**src/hw/rtl/csc_pkg.sv**
```systemverilog
`timescale 1ns / 1ps

package csc_pkg;

  localparam int ITERATIONS  = 10;
  localparam int DATA_W      = 16;
  localparam int MAX_STEPS   = 16;
  localparam int ANGLE_W     = 8;
  localparam int MAG_W       = 15;
  localparam int OUT_W       = 16;
  localparam int THETA_W     = 18;
  localparam int STEP_W      = $clog2(ITERATIONS);
  localparam int SHIFT_W     = STEP_W + 1;
  localparam int ANGLE_OFFSET = 45;
  localparam int ANGLE_FRAC  = 8;
  localparam logic [MAG_W-1:0] START_RESET = MAG_W'(10236);

  typedef logic signed [THETA_W-1:0] theta_t;
  typedef logic signed [DATA_W-1:0]  data_t;

  typedef struct packed {
    logic   valid;
    theta_t theta;
    data_t  x;
    data_t  y;
  } stage_t;

  localparam theta_t ATAN_TABLE [MAX_STEPS] = '{
    THETA_W'(6801), THETA_W'(3593), THETA_W'(1824), THETA_W'(916),
    THETA_W'(458),  THETA_W'(229),  THETA_W'(115),  THETA_W'(57),
    THETA_W'(29),   THETA_W'(14),   THETA_W'(7),    THETA_W'(4),
    THETA_W'(2),    THETA_W'(1),    THETA_W'(0),    THETA_W'(0)
  };

  function automatic theta_t atan_lookup(input logic [STEP_W-1:0] step);
    return ATAN_TABLE[step];
  endfunction

endpackage

```
**src/hw/rtl/cordic_sine_cosine_unit.sv**
```systemverilog
`timescale 1ns / 1ps
// Sine and cosine of an angle in whole degrees by rotation-mode CORDIC.
// Input channel: in_valid / in_ready carry angle_deg (0 to 255, meaningful
// about 0 to 90). Output channel: out_valid / out_ready carry sine and cosine,
// signed 16-bit values scaled by start_magnitude.
// config_write loads config_data into start_magnitude, the shared start value
// of x and y; write it only while no request is in flight.
// The datapath is a row of ten rotation cells, one micro-rotation per cell,
// each cell registering its result and passing it to the next one.
// Throughput: one request per cycle unless the row is stalled; each
// cell holds one request in flight.
// When the receiver stalls with a result waiting, the whole row holds and
// in_ready drops; while the last cell holds no result, in_ready stays high.
// Reset clears all valid flags and sets start_magnitude to 10236; the block
// takes a request in the first cycle after reset.

module cordic_sine_cosine_unit
  import csc_pkg::*;
(
  input  logic                      clk,
  input  logic                      rst,
  input  logic                      in_valid,
  output logic                      in_ready,
  input  logic        [ANGLE_W-1:0] angle_deg,
  output logic                      out_valid,
  input  logic                      out_ready,
  output logic signed [OUT_W-1:0]   sine,
  output logic signed [OUT_W-1:0]   cosine,
  input  logic                      config_write,
  input  logic        [MAG_W-1:0]   config_data
);

  logic [MAG_W-1:0] start_magnitude;
  logic             advance;
  stage_t           feed;
  stage_t           chain [ITERATIONS+1];
  theta_t           theta_init;
  data_t            mag_init;

  always_ff @(posedge clk) begin
    if (rst) begin
      start_magnitude <= START_RESET;
    end else if (config_write) begin
      start_magnitude <= config_data;
    end
  end

  assign advance    = !chain[ITERATIONS].valid || out_ready;
  assign in_ready   = advance;
  assign theta_init = (THETA_W'(angle_deg) - THETA_W'(ANGLE_OFFSET)) <<< ANGLE_FRAC;
  assign mag_init   = DATA_W'(start_magnitude);
  assign feed       = '{valid: in_valid, theta: theta_init, x: mag_init, y: mag_init};
  assign chain[0]   = feed;

  for (genvar i = 0; i < ITERATIONS; i++) begin : g_cell
    csc_cell u_cell (
      .clk     (clk),
      .rst     (rst),
      .advance (advance),
      .step    (STEP_W'(i)),
      .prev    (chain[i]),
      .curr    (chain[i+1])
    );
  end

  assign out_valid = chain[ITERATIONS].valid;
  assign sine      = OUT_W'(chain[ITERATIONS].y);
  assign cosine    = OUT_W'(chain[ITERATIONS].x);

endmodule

```
**src/hw/rtl/csc_cell.sv**
```systemverilog
`timescale 1ns / 1ps

module csc_cell
  import csc_pkg::*;
(
  input  logic              clk,
  input  logic              rst,
  input  logic              advance,
  input  logic [STEP_W-1:0] step,
  input  stage_t            prev,
  output stage_t            curr
);

  logic               valid;
  theta_t             theta;
  data_t              x;
  data_t              y;
  logic [SHIFT_W-1:0] shamt;
  data_t              xs;
  data_t              ys;
  theta_t             theta_next;
  data_t              x_next;
  data_t              y_next;

  assign shamt = SHIFT_W'(step) + SHIFT_W'(1);
  assign xs    = prev.x >>> shamt;
  assign ys    = prev.y >>> shamt;

  always_comb begin
    if (prev.theta[THETA_W-1]) begin
      theta_next = prev.theta + atan_lookup(step);
      x_next     = prev.x + ys;
      y_next     = prev.y - xs;
    end else begin
      theta_next = prev.theta - atan_lookup(step);
      x_next     = prev.x - ys;
      y_next     = prev.y + xs;
    end
  end

  always_ff @(posedge clk) begin
    if (rst) begin
      valid <= 1'b0;
    end else if (advance) begin
      valid <= prev.valid;
    end
  end

  always_ff @(posedge clk) begin
    if (advance) begin
      theta <= theta_next;
      x     <= x_next;
      y     <= y_next;
    end
  end

  assign curr = '{valid: valid, theta: theta, x: x, y: y};

endmodule

```
**config.mk**
```make
export PLATFORM = sky130hd
export DESIGN_NAME = cordic_sine_cosine_unit
export DESIGN_NICKNAME = d
export VERILOG_FILES = /design/src/hw/rtl/csc_pkg.sv /design/src/hw/rtl/cordic_sine_cosine_unit.sv /design/src/hw/rtl/csc_cell.sv
export SDC_FILE = /design/constraint.sdc
export NUM_CORES = 1
export LEC_CHECK = 0
export BUFFER_PORTS_ARGS = -buffer_cell sky130_fd_sc_hd__buf_4
export CAP_MARGIN = 25
export CORE_MARGIN = 10
export CORE_UTILIZATION = 25
export CTS_BUF_LIST = sky130_fd_sc_hd__clkbuf_4 sky130_fd_sc_hd__clkbuf_8 sky130_fd_sc_hd__clkbuf_16
export CTS_CLUSTER_DIAMETER = 120
export DETAILED_ROUTE_END_ITERATION = 6
export PLACE_DENSITY_LB_ADDON = 0.3
export REMOVE_ABC_BUFFERS = 1
export SYNTH_ARGS = -nofsm -noshare
export SYNTH_HDL_FRONTEND = slang
export SYNTH_SLANG_ARGS = --single-unit
```
**constraint.sdc**
```tcl
create_clock -name clk -period 26 [get_ports clk]
set_clock_uncertainty 0.1 [all_clocks]
set_input_delay 1.3 -clock clk [delete_from_list [all_inputs] [get_ports clk]]
set_output_delay 1.3 -clock clk [all_outputs]
set_load 0.01 [all_outputs]
```
# After elaboration in Yosys (flattened, before gate mapping)
# Cells that the tools add are included.
# word_totals
register_bits	507
input_bits	28
out_inout_bits	34
elab_cells	128
# classes
add_sub_neg	57
muxes	29
n_reduce_logical	2
# op_table
cell	n
2-to-1 mux 16 bit	20
2-to-1 mux 18 bit	9
adder 16 x 10 -> 16 bit	2
adder 16 x 11 -> 16 bit	2
adder 16 x 12 -> 16 bit	2
adder 16 x 13 -> 16 bit	2
adder 16 x 14 -> 16 bit	2
adder 16 x 6 -> 16 bit	2
adder 16 x 7 -> 16 bit	2
adder 16 x 8 -> 16 bit	2
adder 16 x 9 -> 16 bit	2
subtractor 16 x 10 -> 16 bit	2
subtractor 16 x 11 -> 16 bit	2
subtractor 16 x 12 -> 16 bit	2
subtractor 16 x 13 -> 16 bit	2
subtractor 16 x 14 -> 16 bit	2
subtractor 16 x 6 -> 16 bit	2
subtractor 16 x 7 -> 16 bit	2
subtractor 16 x 8 -> 16 bit	2
subtractor 16 x 9 -> 16 bit	2
adder 17 x 14 -> 18 bit, second input constant	1
adder 18 x 10 -> 18 bit, second input constant	1
adder 18 x 11 -> 18 bit, second input constant	1
adder 18 x 12 -> 18 bit, second input constant	1
other kinds (19)	19

# Depth between registers and ports, before layout
# depth
depth_word	3
depth_mapped	15
mapped_depth_nobuf	15

# Modules after synthesis
# Synthesis repeated with hierarchy kept, for this count alone.
# hier_totals
hier_cells	7472
area_unflattened_um2	68186.6
# modules_own_cells
mod	n_inst	cells_per_inst	area_per_inst_um2
csc_cell at g_cell[1].u_cell ...	5	723	6732.7
csc_cell at g_cell[0].u_cell	1	786	6851.6
csc_cell at g_cell[2].u_cell	1	759	6835.3
csc_cell at g_cell[7].u_cell	1	744	6751.5
csc_cell at g_cell[9].u_cell	1	773	6698.9
csc_cell at g_cell[8].u_cell	1	722	6663.9
cordic_sine_cosine_unit	1	73	721.9

# Least setup slack after synthesis
# Ideal clock, no wire load.
# synth_path
path_kind	input to register
start	input out_ready
end	register g_cell[0].u_cell.theta[10] (enable)
setup_time_ns	3.672
arrival_time_ns	9.728
t_required_ns	22.228
slack_ns	12.500
path_stages	2
path_buffers	0
cell_sequence	nor2b_1 -> clkinv_1
# synth_between
elab_chain_cells	1
# synth_rtl
item	line_no	text
start: declaration	cordic_sine_cosine_unit.sv:26	input logic out_ready,
logical OR 1 bit	cordic_sine_cosine_unit.sv:48	assign advance = !chain[ITERATIONS].valid || out_ready;
named net in_ready	cordic_sine_cosine_unit.sv:23	output logic in_ready,
end signal: assignment	csc_cell.sv:51	theta <= theta_next;
end: declaration	csc_cell.sv:15	theta_t theta;
# The timed path passes the listed nets, and every way through them passes these cells.
# A chain may end at the register's enable or synchronous reset.

# Worst setup path after layout
# layout_path
start	register g_cell[6].u_cell.theta[17]
end	register g_cell[7].u_cell.y[15] (data pin)
# layout_between
elab_chain_cells	1
# layout_rtl
item	line_no	text
start: declaration	csc_cell.sv:15	
start signal: assignment	csc_cell.sv:51	
2-to-1 mux 16 bit	csc_cell.sv:30	if (prev.theta[THETA_W-1]) begin
named net g_cell[7].u_cell.y_next[15]	csc_cell.sv:23	data_t y_next;
end signal: assignment	csc_cell.sv:53	y <= y_next;
end: declaration	csc_cell.sv:17	data_t y;
# The timed path passes the listed nets, and every way through them passes these cells.

==> flow_summary.ini <==
[sta]
fmax_ghz = 0.226
drv_slew = 0
slew_headroom = 0.197
rsz0062_at_grt = no
finalSetupTns_ns = 0
finalCritPeriodShare = 0.170
hold_viol_final = 0
worstMarginPinSlew_ns = 1.21
setup_violations = 0
fin_crit_ns = 4.43
hold_slack_ns = 0.327

[detailed_routing]
drt_pass1_iterations = 5
wirelength_um = 78500
wl_per_cell_um = 13.3
routed_via_density = 4.46
drcViolationCount = 0
postRouteAntennaNets = 0
vias = 26300
drt_iter0_markers = 968

[clock_tree]
htree_levels = 2
clockBufferDepth = 3
post_cts_resized = 0
cts_tree = yes
cts_buffers = 53
cts_hold_buf = 0
clk_transition_reported_paths_ns = 0.06
clk-insertion-delay-late_ns = 0.63
clkSinkCount = 476
cts-root-buf = clkbuf_16
post-cts-setup-buffers = 0

[finish]
fin_cells = 5899
nets = 4377
final_common_cell = ha_1
n_antenna_cell = 0
drive_above_1_share = 0.0577
syn_to_final_growth_pct = 11.8
layout_common_cells = ha_1 (479), edfxtp_1 (451), a21oi_1 (356), nor2_1 (328), xnor2_1 (307)
fin_area_mm2 = 0.0421

[floorplanning]
core_area_mm2 = 0.150
fp.dieW_um = 408
fp-row-count = 142
die_y_um = 408
io_pins = 62
start_util = 0.252
dieArea_mm2 = 0.167

[critical_path]
crit_path_max_incr_delay_ns = 0.89
critPathBufInv = 1
critPathArrivalTime_ns = 4.69
cp.required_ns = 26.26
cpMaxStageDelayCell = edfxtp_1
cpMostUsedCell = a21oi_1
critPathLaunchType = flip-flop
cp_cell_sequence = clkinv_1 -> mux2_2 -> ha_1 -> a21oi_1 -> o21ai_0 -> a22o_1 -> a2111oi_0 -> o21bai_1 -> a21oi_1 -> xnor2_1
critPathMaxFanout = 25
end_kind = flip-flop
path_class = reg -> reg
crit_family = compound AO/OA/AOI/OAI gates

[flow_run]
maxCapViolations = 0

[logic_synthesis]
yosys-top-cells-area = edfxtp_1 (36%), ha_1 (16%), xnor2_1 (7.1%), a21oi_1 (4.7%), xor2_1 (4.1%)
syn_area_per_cell_um2 = 9.92
synth_warnings = 0
synthArstFlopShare = 0
synth_top_area_frac = 0.359
synth_seq_cells = 476
syn-cell-area_mm2 = 0.0377
synth_cell_type_count = 89
synth_edf_count = 451
seq_area_frac_synth = 0.373
yosys.area.top_type = edfxtp_1
synthFlopType = edfxtp_1
synthesis.instances = 3800

[status]
status = completed

[grt]
overflow = 0
grt_max_degree = 185
antenna_found_initial = 0
grt_pass1_vias = 26000
grt_first_pass_wirelength_um = 130000
grtUsageTotal = 0.0912

[worst_hold_path]
hold_path.class = reg -> reg

[placement]
port_buffers = 61
placedCellCount = 5801
gp_congestion = 0.842
hpwl_um = 61400
place_area_mm2 = 0.0403
-- registers in the layout (all words and copies together), names as in the netlist --
register and count:
g_cell.u_cell.y 160, g_cell.u_cell.x 159, g_cell.u_cell.theta 132, g_cell.u_cell.valid 10
start_magnitude 15
-- area by class of cell --
cell class	count	area (µm²)
fill	15700	108000
multi-input combinational	3023	22400
sequential	476	14000
tap	2016	2520
clock buffer	74	1560
inverter	212	803
timing repair buffer	76	603
clock inverter	22	236
-- cell families after synthesis --
| family | synth area share |
|---|---|
| xor+xnor | 0.113 |
| buf+inv | 0.0335 |
| flops | 0.373 |
| fa+ha+maj | 0.174 |
| mux | 0.0170 |
| compound gates | 0.171 |
| simple gates | 0.118 |
-- path summary, 6_finish.rpt --
path                               from  depth (start not counted)  slack (ns)                        end
max reg2reg  g_cell[6].u_cell.theta[17]                         10       21.57     g_cell[7].u_cell.y[15]
min reg2reg   g_cell[1].u_cell.theta[1]                          0        0.33  g_cell[2].u_cell.theta[1]
max          g_cell[6].u_cell.theta[17]                         10       21.57     g_cell[7].u_cell.y[15]
min           g_cell[1].u_cell.theta[1]                          0        0.33  g_cell[2].u_cell.theta[1]
-- synth_stat cells (all sizes together), types with 12 or more instances --
cell type    n
a21oi      356
nor2b       54
o21a        65
nor3       104
edfxtp     451
buf         50
a31o        12
and2        21
a31oi       36
o21bai      54
fa          28
nor4        23
xnor2      307
mux2        17
dfxtp       25
nand2      211
a211oi      44
nand4       21
o211ai      31
o31ai       17
xor2       177
or2         13
nand3       32
clkbuf      39
and3        24
a21o        92
inv        208
nor2       328
o21ai      207
ha         479
or3         29
nand2b      41
a21boi      12
mux2i       45
-- worst register-to-register path, stage by stage (launching register included) --
cell and delay [ns]:
edfxtp_1 0.89, clkinv_1 0.86, mux2_2 0.52, ha_1 0.35, a21oi_1 0.19, o21ai_0 0.19, a22o_1 0.26, a2111oi_0 0.42
o21bai_1 0.13, a21oi_1 0.19, xnor2_1 0.08
-- metrics by stage --
stage               worst slack, ns   util
detailed placement            20.79  0.269
global placement              20.84  0.269
global route                  21.13  0.281
finish                        21.57  0.281
floorplan                     12.04      -
CTS                           21.47  0.281
-- per-layer routing --
layer,track usage,vias up,wire length [µm]
met5,0,-,0
li1,-,14000,-
met3,0.0137,139,2230
met1,0.105,11900,34300
met2,0.170,288,39600
met4,0.0302,0,2330
Power is left out: the tool's default activity adds up to more than one toggle a clock period on the data nets, which glitch-free logic cannot reach.
